[config.mk]
export PLATFORM = sky130hd
export DESIGN_NAME = fir_convolve_with_edge_padding
export DESIGN_NICKNAME = d
export VERILOG_FILES = /design/src/rtl/fcwep_pkg.sv /design/src/rtl/fir_convolve_with_edge_padding.sv /design/src/rtl/fcwep_cell.sv /design/src/rtl/fcwep_round.sv
export SDC_FILE = /design/constraint.sdc
export NUM_CORES = 2
export LEC_CHECK = 0
export ABC_AREA = 0
export BUFFER_PORTS_ARGS = -buffer_cell sky130_fd_sc_hd__buf_2
export CORE_MARGIN = 2
export CORE_UTILIZATION = 64
export DETAILED_ROUTE_END_ITERATION = 10
export PLACE_DENSITY = 0.82
export SLEW_MARGIN = 30
export SYNTH_ARGS = -nofsm -noshare
export SYNTH_HDL_FRONTEND = slang
export SYNTH_HIERARCHICAL = 1
export SYNTH_SLANG_ARGS = --single-unit
[constraint.sdc]
create_clock -name clk -period 8.8 [get_ports clk]
set_input_delay 1.76 -clock clk [delete_from_list [all_inputs] [get_ports clk]]
set_output_delay 1.76 -clock clk [all_outputs]
set_load 0.02 [all_outputs]
[src/rtl/fcwep_pkg.sv]
`default_nettype none
package fcwep_pkg;

  // field widths
  localparam int MAX_TAPS_DEF = 31;
  localparam int SAMPLE_W     = 16;
  localparam int WEIGHT_W     = 16;
  localparam int OUT_W        = 32;
  localparam int TIDX_W       = 5;
  localparam int COUNT_W      = 6;
  localparam int COUNT_MAX    = 63;
  localparam int CFG_IDX_W    = 2;
  localparam int CFG_DATA_W   = 16;

  // configuration register indexes
  localparam logic [CFG_IDX_W-1:0] CFG_TAP_COUNT    = 2'd0;
  localparam logic [CFG_IDX_W-1:0] CFG_PADDING_MODE = 2'd1;
  localparam logic [CFG_IDX_W-1:0] CFG_PAD_VALUE    = 2'd2;
  localparam logic [CFG_IDX_W-1:0] CFG_RESULT_SHIFT = 2'd3;

  // padding modes
  localparam logic [1:0] PAD_ZERO   = 2'd0;
  localparam logic [1:0] PAD_CONST  = 2'd1;
  localparam logic [1:0] PAD_MIRROR = 2'd2;

  // item kinds
  localparam logic ITEM_COEF   = 1'b0;
  localparam logic ITEM_SAMPLE = 1'b1;

  typedef struct packed {
    logic                       mode;
    logic [TIDX_W-1:0]          tap_index;
    logic signed [WEIGHT_W-1:0] tap_weight;
    logic signed [SAMPLE_W-1:0] sample_value;
    logic                       end_of_signal;
  } in_item_t;

  typedef struct packed {
    logic signed [OUT_W-1:0] filtered_value;
    logic                    last_of_signal;
    logic                    too_short;
  } out_item_t;

endpackage
`default_nettype wire

[src/rtl/fir_convolve_with_edge_padding.sv]
`default_nettype none
// a sample that releases an output starts one pass over the m taps in use (m = taps in use); out_valid
//   rises once the products are flushed; the end-of-signal sample releases up to m/2+1 outputs,
//   one pass each, all through the single shared multiply-accumulate
// coefficient items are taken while idle; inputs are stalled while outputs are computed
// reset clears the sample line, counters and accumulator and loads the configuration defaults;
//   the tap store is undefined until written
module fir_convolve_with_edge_padding
  import fcwep_pkg::*;
#(
  parameter int MAX_TAPS = MAX_TAPS_DEF
) (
  input  wire logic                  clk,
  input  wire logic                  rst_n,
  input  wire logic                  in_valid,
  output logic                       in_stall,
  input  wire in_item_t              in_data,
  output logic                       out_valid,
  input  wire logic                  out_stall,
  output out_item_t                  out_data,
  input  wire logic                  cfg_valid,
  output logic                       cfg_ready,
  input  wire logic [CFG_IDX_W-1:0]  cfg_index,
  input  wire logic [CFG_DATA_W-1:0] cfg_data
);

  localparam int TI_W  = $clog2(MAX_TAPS);
  localparam int MW    = $clog2(MAX_TAPS + 1);
  localparam int D_W   = COUNT_W + MW + 3;
  localparam int ACC_W = SAMPLE_W + WEIGHT_W + MW;

  typedef enum logic [4:0] {
    ST_IDLE  = 5'b00001,
    ST_MAC   = 5'b00010,
    ST_FLUSH = 5'b00100,
    ST_OUT   = 5'b01000,
    ST_SPARE = 5'b10000
  } state_t;

  state_t state_r;

  // configuration registers
  logic [4:0]                 tap_count_r;
  logic [1:0]                 pad_mode_r;
  logic signed [SAMPLE_W-1:0] pad_value_r;
  logic [4:0]                 shift_r;

  assign cfg_ready = 1'b1;

  always_ff @(posedge clk) begin
    if (!rst_n) begin
      tap_count_r <= 5'd1;
      pad_mode_r  <= PAD_ZERO;
      pad_value_r <= '0;
      shift_r     <= 5'd14;
    end else if (cfg_valid) begin
      case (cfg_index)
        CFG_TAP_COUNT:    tap_count_r <= cfg_data[4:0];
        CFG_PADDING_MODE: pad_mode_r  <= cfg_data[1:0];
        CFG_PAD_VALUE:    pad_value_r <= $signed(cfg_data[SAMPLE_W-1:0]);
        CFG_RESULT_SHIFT: shift_r     <= cfg_data[4:0];
        default: ;
      endcase
    end
  end

  // effective window length and half width
  logic [MW-1:0] m_eff;
  logic [MW-1:0] h_eff;

  always_comb begin
    if (tap_count_r == 5'd0) begin
      m_eff = MW'(1);
    end else if (int'(tap_count_r) > MAX_TAPS) begin
      m_eff = MW'(MAX_TAPS);
    end else begin
      m_eff = MW'(tap_count_r);
    end
    h_eff = m_eff >> 1;
  end

  logic in_acc;
  logic smp_acc;
  assign in_stall = (state_r != ST_IDLE);
  assign in_acc   = in_valid && !in_stall;
  assign smp_acc  = in_acc && (in_data.mode == ITEM_SAMPLE);

  // sample line: a row of delay cells, cell 0 newest
  logic signed [SAMPLE_W-1:0] line_q [MAX_TAPS];

  genvar gi;
  generate
    for (gi = 0; gi < MAX_TAPS; gi++) begin : g_line
      if (gi == 0) begin : g_head
        fcwep_cell u_cell (
          .clk      (clk),
          .rst_n    (rst_n),
          .shift_en (smp_acc),
          .d_in     (in_data.sample_value),
          .q        (line_q[gi])
        );
      end else begin : g_body
        fcwep_cell u_cell (
          .clk      (clk),
          .rst_n    (rst_n),
          .shift_en (smp_acc),
          .d_in     (line_q[gi-1]),
          .q        (line_q[gi])
        );
      end
    end
  endgenerate

  // tap store, no reset
  logic signed [WEIGHT_W-1:0] tap_r [MAX_TAPS];

  always_ff @(posedge clk) begin
    if (in_acc && (in_data.mode == ITEM_COEF) && (int'(in_data.tap_index) < MAX_TAPS)) begin
      tap_r[TI_W'(in_data.tap_index)] <= in_data.tap_weight;
    end
  end

  // sequencer registers
  logic [COUNT_W-1:0] seen_r;
  logic [COUNT_W-1:0] done_r;
  logic [MW-1:0]      k_r;
  logic [TI_W-1:0]    j_r;
  logic               fl_r;
  logic               short_r;

  logic [COUNT_W-1:0] seen_sat;
  logic [COUNT_W-1:0] newest_new;
  logic [COUNT_W-1:0] done_sat;

  always_comb begin
    seen_sat   = (int'(seen_r) < COUNT_MAX) ? seen_r + 1'b1 : seen_r;
    newest_new = seen_sat - 1'b1;
    done_sat   = (int'(done_r) < COUNT_MAX) ? done_r + 1'b1 : done_r;
  end

  // neighbor selection for the tap being issued
  logic signed [D_W-1:0] i_s, k_s, d_s, idx_s, pos_s, p_s, newest_s;
  logic                  use_line;
  logic signed [SAMPLE_W-1:0] tap_val;

  always_comb begin
    i_s      = $signed(D_W'(done_r));
    k_s      = $signed(D_W'(k_r));
    d_s      = $signed(D_W'(j_r)) - $signed(D_W'(h_eff));
    idx_s    = i_s + d_s;
    newest_s = i_s + k_s;
    pos_s    = '0;
    p_s      = '0;
    use_line = 1'b0;
    tap_val  = '0;
    if (idx_s >= 0 && d_s <= k_s) begin
      pos_s    = k_s - d_s;
      use_line = 1'b1;
    end else if (pad_mode_r == PAD_CONST) begin
      tap_val = pad_value_r;
    end else if (pad_mode_r == PAD_MIRROR) begin
      if (idx_s < 0) begin
        pos_s = i_s + i_s + k_s + d_s;
        p_s   = -idx_s;
      end else begin
        pos_s = d_s - k_s - $signed(D_W'(1));
        p_s   = newest_s - pos_s;
      end
      use_line = (p_s >= 0) && (p_s <= newest_s);
    end
    if (use_line) begin
      if (pos_s >= 0 && pos_s < $signed(D_W'(MAX_TAPS))) begin
        tap_val = line_q[pos_s[TI_W-1:0]];
      end else begin
        tap_val = '0;
      end
    end
  end

  // multiply-accumulate pipeline: operands, product, sum
  logic signed [SAMPLE_W-1:0]          v_r;
  logic signed [WEIGHT_W-1:0]          w_r;
  logic                                v1_r;
  logic signed [SAMPLE_W+WEIGHT_W-1:0] p_r;
  logic                                pv_r;
  logic signed [ACC_W-1:0]             acc_r;

  always_ff @(posedge clk) begin
    v_r <= tap_val;
    w_r <= tap_r[j_r];
    p_r <= v_r * w_r;
  end

  // finishing shift and saturation
  logic signed [OUT_W-1:0] fin;

  fcwep_round #(.ACC_W(ACC_W)) u_round (
    .acc    (acc_r),
    .shift  (shift_r),
    .result (fin)
  );

  // control
  state_t    state_nxt;
  out_item_t out_r;

  assign out_valid = (state_r == ST_OUT);
  assign out_data  = out_r;

  always_ff @(posedge clk) begin
    if (!rst_n) begin
      state_r <= ST_IDLE;
      seen_r  <= '0;
      done_r  <= '0;
      k_r     <= '0;
      j_r     <= '0;
      fl_r    <= 1'b0;
      short_r <= 1'b0;
      v1_r    <= 1'b0;
      pv_r    <= 1'b0;
      acc_r   <= '0;
    end else begin
      v1_r <= (state_r == ST_MAC);
      pv_r <= v1_r;
      if (pv_r) begin
        acc_r <= acc_r + ACC_W'(p_r);
      end
      state_r <= state_nxt;
      case (state_r)
        ST_IDLE: begin
          if (smp_acc) begin
            seen_r  <= seen_sat;
            fl_r    <= in_data.end_of_signal;
            short_r <= int'(seen_sat) < int'(m_eff);
            j_r     <= '0;
            acc_r   <= '0;
            if (in_data.end_of_signal && (int'(newest_new) < int'(h_eff))) begin
              k_r <= MW'(newest_new);
            end else begin
              k_r <= h_eff;
            end
          end
        end
        ST_MAC: begin
          j_r <= j_r + 1'b1;
        end
        ST_FLUSH: begin
          if (!v1_r && !pv_r) begin
            out_r.filtered_value <= fin;
            out_r.last_of_signal <= fl_r && (k_r == '0);
            out_r.too_short      <= fl_r && (k_r == '0) && short_r;
          end
        end
        ST_OUT: begin
          if (!out_stall) begin
            if (fl_r && (k_r != '0)) begin
              done_r <= done_sat;
              k_r    <= k_r - 1'b1;
              j_r    <= '0;
              acc_r  <= '0;
            end else if (fl_r) begin
              seen_r <= '0;
              done_r <= '0;
            end else begin
              done_r <= done_sat;
            end
          end
        end
        default: ;
      endcase
    end
  end

  always_comb begin
    state_nxt = state_r;
    case (state_r)
      ST_IDLE: begin
        if (smp_acc) begin
          if (in_data.end_of_signal || (int'(newest_new) >= int'(h_eff))) begin
            state_nxt = ST_MAC;
          end
        end
      end
      ST_MAC: begin
        if (int'(j_r) == int'(m_eff) - 1) begin
          state_nxt = ST_FLUSH;
        end
      end
      ST_FLUSH: begin
        if (!v1_r && !pv_r) begin
          state_nxt = ST_OUT;
        end
      end
      ST_OUT: begin
        if (!out_stall) begin
          state_nxt = (fl_r && (k_r != '0)) ? ST_MAC : ST_IDLE;
        end
      end
      default: state_nxt = ST_IDLE;
    endcase
  end

  // checks
  a_tap_in_window: assert property (@(posedge clk) disable iff (!rst_n)
    (state_r == ST_MAC) |-> (int'(j_r) < int'(m_eff)))
    else $error("tap index past the window");

  a_k_bounded: assert property (@(posedge clk) disable iff (!rst_n)
    (state_r == ST_MAC) |-> (k_r <= h_eff))
    else $error("lookahead beyond half window");

  a_pipe_empty: assert property (@(posedge clk) disable iff (!rst_n)
    (state_r == ST_OUT) |-> (!v1_r && !pv_r))
    else $error("result shown with products in flight");

  a_last_clears: assert property (@(posedge clk) disable iff (!rst_n)
    (out_valid && !out_stall && out_data.last_of_signal) |=>
      (seen_r == '0 && done_r == '0 && state_r == ST_IDLE))
    else $error("counters not cleared after last transaction");

endmodule
`default_nettype wire

[src/rtl/fcwep_cell.sv]
`default_nettype none
module fcwep_cell
  import fcwep_pkg::*;
(
  input  wire logic                       clk,
  input  wire logic                       rst_n,
  input  wire logic                       shift_en,
  input  wire logic signed [SAMPLE_W-1:0] d_in,
  output logic signed [SAMPLE_W-1:0]      q
);

  logic signed [SAMPLE_W-1:0] q_r;

  // one delay element of the sample line
  always_ff @(posedge clk) begin
    if (!rst_n) begin
      q_r <= '0;
    end else if (shift_en) begin
      q_r <= d_in;
    end
  end

  assign q = q_r;

endmodule
`default_nettype wire

[src/rtl/fcwep_round.sv]
`default_nettype none
module fcwep_round
  import fcwep_pkg::*;
#(
  parameter int ACC_W = 38
) (
  input  wire logic signed [ACC_W-1:0] acc,
  input  wire logic [4:0]              shift,
  output logic signed [OUT_W-1:0]      result
);

  logic signed [ACC_W:0] rnd;
  logic signed [ACC_W:0] sum;
  logic signed [ACC_W:0] shifted;

  // rounding right shift then saturation to the output width
  always_comb begin
    rnd = $signed((ACC_W+1)'(1) << shift) >>> 1;
    rnd = $signed({1'b0, rnd[ACC_W-1:0]});
    sum = $signed({acc[ACC_W-1], acc}) + rnd;
    shifted = sum >>> shift;
    if (shifted > $signed((ACC_W+1)'({1'b0, {(OUT_W-1){1'b1}}}))) begin
      result = {1'b0, {(OUT_W-1){1'b1}}};
    end else if (shifted < -$signed((ACC_W+1)'({1'b1, {(OUT_W-1){1'b0}}}))) begin
      result = {1'b1, {(OUT_W-1){1'b0}}};
    end else begin
      result = shifted[OUT_W-1:0];
    end
  end

endmodule
`default_nettype wire

== After elaboration in Yosys (flattened, before gate mapping) ==
Memory sizes are Yosys's and may differ from the RTL's. A register that Yosys moved wholly into a read port is not among the register bits.
Index checks and enable logic that the tools add are counted.
W data, S select, Z words.
Storage, ports and cells
  bits in registers: 674
  bits in writable memories: 496
  input port bits: 62
  output and inout port bits: 37
  logic and storage cells: 196
  memories kept: 1
Operators by class
  add/sub/neg operators: 19
  $mul: 1
  $lt $le $gt $ge: 16
  eq/ne operators: 19
  shift operators: 2
  muxes and demuxes: 52
  bitwise logic cells: 3
  reductions and logical operators: 33
Memory list
  tap_r: depth 31, bits a word 16, rd ports 1, clocked after memory_dff 1, write ports 1, line fir_convolve_with_edge_padding.sv:115  | logic signed [WEIGHT_W-1:0] tap_r [MAX_TAPS];
Operators with widths (number)
  $mux W37: 4
  $mux W14: 8
  $mux W16: 6
  $bmux W16 S5: 1
  $pmux W37 S2: 1
  $mux W5: 13
  $mux W6: 8
  $add A37 B38 Y38: 1
  $gt A38 B32 Y1 const B: 1
  $lt A38 B32 Y1 const B: 1
  $shl A1 B5 Y38 const A: 1
  $sshr A38 B5 Y38: 1
  $add A37 B32 Y37: 1
  $mul A16 B16 Y32: 1
  $mux W32: 1
  $ge A14 B1 Y1 const B: 2
  $pmux W5 S4: 1
  $pmux W5 S3: 1
  $le A14 B8 Y1: 1
  $lt A14 B6 Y1 const B: 1
  $neg A8 Y14: 1
  $sub A6 B6 Y7: 2
  $add A6 B1 Y6 const B: 2
  $logic_and A1 B1 Y1: 12
  other kinds (48): 73

== Longest topological paths before layout ==
  depth after elaboration: 16
  mapped depth: 33
  mapped depth without buffers: 27

== Cells and area by module ==
The synthesis kept the hierarchy.
By module, submodules not included
  fir_convolve_with_edge_padding: instances 1, cells each 3846, area an instance 44173.6 um2, seq. area each 19098.3 um2
  fcwep_cell: instances 31, cells each 51, area an instance 615.6 um2, seq. area each 320.3 um2
  fcwep_round: instances 1, cells each 770, area an instance 5180.0 um2, seq. area each 0.0 um2

== Worst setup path before layout ==
No wires, ideal clock.
  kind: flip-flop to flip-flop
  start: register j_r[0]
  end: register v_r[10]
  library setup time: 0.079 ns
  arrival time: 6.352 ns
  required time: 8.721 ns
  setup slack: 2.369 ns
  cell stages (with the launch flop): 30
  buffers on the path: 5
  period minus slack after synthesis: 6.431 ns
  path through: dfxtp_1 -> clkbuf_1 -> clkbuf_1 -> buf_2 -> clkbuf_1 -> inv_1 -> ha_1 -> inv_1 -> fa_1 -> fa_1 -> xor2_1 -> inv_1 -> ha_1 -> o21ai_0 -> a21oi_1 -> o31a_1 -> a21oi_1 -> nor2_1 -> a21oi_1 -> ha_1 -> nand3_1 -> a21oi_1 -> a2111oi_0 -> o21ai_0 -> nand2_1 -> nand4_1 -> nand2b_1 -> buf_2 -> or4_1 -> o211ai_1
Between the ends
  cells in the longest elaborated chain, start to end: 14
  elaborated cells on any way between the ends: 36
  classes of those cells: 8 x add/sub; 7 x order compare; 17 x mux; 1 x bitwise; 3 x reduce/logical
Ends and longest elaborated chain
  start: declaration: line fir_convolve_with_edge_padding.sv:127  | logic [TI_W-1:0] j_r;
  start signal: assignment: line fir_convolve_with_edge_padding.sv:245  | j_r <= j_r + 1'b1;
  $sub A5 B4 Y6 (*): line fir_convolve_with_edge_padding.sv:149  | d_s = $signed(D_W'(j_r)) - $signed(D_W'(h_eff));
  $sub A6 B6 Y7: line fir_convolve_with_edge_padding.sv:166  | pos_s = d_s - k_s - $signed(D_W'(1));
  $sub A7 B2 Y8: line fir_convolve_with_edge_padding.sv:166
  $sub A8 B8 Y9: line fir_convolve_with_edge_padding.sv:167  | p_s = newest_s - pos_s;
  $mux W14: line fir_convolve_with_edge_padding.sv:162  | if (idx_s < 0) begin
  $mux W14: line fir_convolve_with_edge_padding.sv:161  | end else if (pad_mode_r == PAD_MIRROR) begin
  $mux W14: line fir_convolve_with_edge_padding.sv:159  | end else if (pad_mode_r == PAD_CONST) begin
  $mux W14: line fir_convolve_with_edge_padding.sv:156  | if (idx_s >= 0 && d_s <= k_s) begin
  $ge A14 B1 Y1 / $le A14 B8 Y1 (equally long branches): line fir_convolve_with_edge_padding.sv:169  | use_line = (p_s >= 0) && (p_s <= newest_s);
  $logic_and A1 B1 Y1: line fir_convolve_with_edge_padding.sv:169
  $mux W1: line fir_convolve_with_edge_padding.sv:161
  $mux W1: line fir_convolve_with_edge_padding.sv:159
  $mux W1: line fir_convolve_with_edge_padding.sv:156
  $mux W16 (*): line fir_convolve_with_edge_padding.sv:171  | if (use_line) begin
  net tap_val[10]: line fir_convolve_with_edge_padding.sv:144  | logic signed [SAMPLE_W-1:0] tap_val;
  end signal: assignment: line fir_convolve_with_edge_padding.sv:189  | v_r <= tap_val;
  end: declaration: line fir_convolve_with_edge_padding.sv:181  | logic signed [SAMPLE_W-1:0] v_r;
The timed path passes the listed nets; every way through them passes the cells marked *. The select of a mux whose other input is x is not followed.
A chain may end at the register's enable or synchronous reset.

== Worst setup path after layout ==
  start: register j_r[1]
  end: register v_r[7]
Same word-level chain as after synthesis.

==> impl_metrics.tcl <==
set metrics [dict create \
    syn-num-nets 6747 \
    postCtsSetupRepairBufs 0 \
    routed_wl_um 173000 \
    critPathMaxFanout 29 \
    grt_max_degree 277 \
    worstPathArrival_ns 7.77 \
    cts_hold_buf 0 \
    grt_pass1_wl_um 268000 \
    io_pins 99 \
    wl_per_cell_um 22.7 \
    clk_latency_ns 0.77 \
    drv_slew 0 \
    syn_area_um2 68400 \
    hp-class "flop to flop" \
    synth_cell_type_count 115 \
    worstPathRequired_ns 9.40 \
    status "finished, final reports clean" \
    fp.dieH_um 331 \
    power_density_nw_per_um2 226 \
    slew_headroom_pct 27.1 \
    synth_area_per_cell_um2 11.0 \
    grt-ovfl-total 0 \
    start_kind "flop" \
    initial_utilization_pct 64.7 \
    yosys_warnings 6 \
    crit_type "flop to flop" \
    tightest_slew_ns 1.09 \
    dieArea_um2 110000 \
    dr_total_vias 48200 \
    synth_ff_type "dfxtp_1" \
    dp_cells 7420 \
    die_w_um 331 \
    instances_no_fill 7642 \
    fillers 7444 \
    post_cts_resized 0 \
    cap_viol_max_count 0 \
    drive_gt1_share_pct 10.5 \
    p_leak_uw 0.0263 \
    seq_area_frac_synth_pct 42.4 \
    cts_root_buf "clkbuf_16" \
    core_um2 106000 \
    async_flop_share_pct 0 \
    hold_viol 0 \
    fp-row-count 119 \
    final_core_utilization_pct 69.1 \
    synth_enable_flop_cells 530 \
    vias_per_cell 6.31 \
    ys_ff_latch 1185 \
    cts_tree "built" \
    grt_util_all_layers_pct 31.3 \
    antenna_left 0 \
    htree_levels 3 \
    fmax_ghz 0.139 \
    drt_iter0_markers 5181 \
    dr.pass1.iters 7 \
    cp-end-kind "flop" \
    clk_pin_slew_ns 0.06 \
    cts_buffer_depth 3 \
    rsz0062_at_grt "false" \
    syn_to_final_growth_pct 6.78 \
    setup_viol_count_final 0 \
    clock-sinks 1185 \
    fin_crit_ns 7.18 \
    nets 6699 \
    grt_pass1_vias 47500 \
    gp_congestion 0.984 \
    whs_ns 0.458 \
    portBuffers 97 \
    dp.final_hpwl_um 113000 \
    vdd_drop_max_v 0.000342 \
    synthCells 6197 \
    finalCritPeriodShare_pct 81.6 \
    drc 0 \
    grt_antenna_before_repair 11 \
    cts-buffers-inserted 117 \
    skew_ns 0.0823 \
    finalSetupTns_ns 0 \
]
## per-stage QoR
stage,area [um^2],worst slack [ns],power [uW]
2_1_floorplan,68400,2.37,10200
3_3_place_gp,69100,2.09,11300
3_5_place_dp,69200,1.83,11500
4_1_cts,73000,1.79,16600
5_1_grt,73100,1.18,17400
6_report,73100,1.62,16500
## Yosys cell counts, types with 43 or more instances
master    number  area, um^2
a31oi_1       47         294
a211oi_1      43         323
xnor2_1       92         806
nand4_1       52         325
nand3_1      116         581
ha_1         217        2720
a21o_1        58         435
and2_1       122         763
dfxtp_1      655       13100
nor2_1       287        1080
buf_2         55         275
inv_1        365        1370
nor3_1        56         280
buf_6         45         507
fa_1         271        5430
o21ai_0      144         721
a21oi_1      233        1170
nand2_1      630        2360
xor2_1        54         473
nor2b_1      517        3230
mux4_2       158        3560
mux2_2        47         529
mux2i_1      640        6410
clkbuf_1     161         604
edfxtp_1     530       15900
## cells by family (layout without fill, tap and decap cells)
kind of cell / after synthesis / count (layout) / share of synthesized area, %
compound gates: 882 / 882 / 8.88
xor+xnor: 148 / 148 / 1.92
fa+ha+maj: 488 / 488 / 11.9
buf+inv: 711 / 761 / 5.35
flops: 1185 / 1185 / 42.4
mux: 847 / 847 / 15.4
other cells: 1 / 5 / 0.00548
simple gates: 1935 / 1935 / 14.2
## routing by layer
| layer | GRT usage [%] | vias to the layer above | part of all wire (%) |
|---|---|---|---|
| li1 | - | 21800 | - |
| met1 | 41.8 | 23800 | 41 |
| met2 | 51.7 | 2101 | 48 |
| met3 | 5.27 | 420 | 7.5 |
| met4 | 11.5 | 14 | 3.5 |
| met5 | 0 | - | 0.046 |
## registers in the layout, indices dropped and copies added, names as in the netlist, 4 cells and up
| name | count |
|---|---|
| j_r | 5 |
| pad_value_r | 16 |
| v_r | 16 |
| p_r | 32 |
| tap_r | 496 |
| done_r | 6 |
| shift_r | 5 |
| w_r | 16 |
| acc_r | 37 |
| out_data | 34 |
| tap_count_r | 5 |
| g_line.g_head.u_cell/q | 16 |
| seen_r | 6 |
| g_line.g_body.u_cell/q | 480 |
| k_r | 5 |
| state_r | 4 |
## area by class of cell
cell class	count	area [um^2]	share of cell area [%]
Clock inverter	62	632	0.865
Inverter	369	1390	1.91
Sequential cell	1185	29000	39.7
Tap cell	1391	1740	2.38
Antenna cell	4	10.0	0.0137
Multi-Input combinational cell	4301	35900	49.1
Clock buffer	155	3220	4.41
Timing Repair Buffer	175	1190	1.62
## worst paths after layout
path | startpoint | to | slack, ns | cells after the start
max | j_r[1]$_SDFFE_PN0P_ | v_r[7]$_DFF_P_ | 1.62 | 22
min | pad_value_r[6]$_SDFFE_PN0P_ | v_r[6]$_DFF_P_ | 0.46 | 1
max reg2reg | j_r[1]$_SDFFE_PN0P_ | v_r[7]$_DFF_P_ | 1.62 | 22
min reg2reg | pad_value_r[6]$_SDFFE_PN0P_ | v_r[6]$_DFF_P_ | 0.46 | 1
## layout by cell type (no fill, tap or decap), drive strengths merged, types with 16 or more instances in the layout
| cell | netlist | routed |
|---|---|---|
| xnor2 | 94 | 94 |
| clkinv | 2 | 47 |
| buf | 177 | 175 |
| fa | 271 | 271 |
| o31ai | 24 | 24 |
| a21oi | 239 | 239 |
| nand2b | 42 | 42 |
| a32oi | 24 | 24 |
| nor2b | 517 | 517 |
| or3 | 17 | 17 |
| xor2 | 54 | 54 |
| and2 | 123 | 123 |
| inv | 367 | 372 |
| nand4 | 53 | 53 |
| clkbuf | 165 | 155 |
| o211ai | 36 | 36 |
| mux2i | 640 | 640 |
| nand3 | 116 | 116 |
| a21o | 60 | 60 |
| a221oi | 26 | 26 |
| o21ai | 157 | 157 |
| o21bai | 21 | 21 |
| nand2 | 632 | 632 |
| o21a | 17 | 17 |
| nor2 | 293 | 293 |
| a22oi | 22 | 22 |
| dfxtp | 655 | 655 |
| nor3 | 57 | 57 |
| and3 | 19 | 19 |
| mux2 | 49 | 49 |
| a31oi | 47 | 47 |
| o22ai | 28 | 28 |
| a211oi | 45 | 45 |
| mux4 | 158 | 158 |
| edfxtp | 530 | 530 |
| nor4 | 16 | 16 |
| ha | 217 | 217 |
## worst max-delay path: stages, from the launching register on
cell       delay, ns
dfxtp_4         0.66
ha_1            0.31
nor2b_1         0.18
o31ai_4         0.31
nand2_2         0.26
inv_2           0.39
ha_1            0.30
nor2_1          0.06
nor2_1          0.29
nand2_1         0.31
xnor2_2         0.66
mux2i_1         0.26
ha_1            0.26
nor2b_1         0.13
o21ai_0         0.17
a21oi_1         0.09
a2111oi_0       0.37
o21ai_0         0.16
nand2_1         0.20
nand4_1         0.28
nand2b_1        0.58
or4_1           0.69
o211ai_1        0.13
## power by group
part	switching, uW	leakage (uW)	internal (uW)
sequential	158	0.0101	5900
clock	2240	0.00188	2750
combinational	3250	0.0143	2220
No activity file was read; power rests on OpenSTA's default activity.
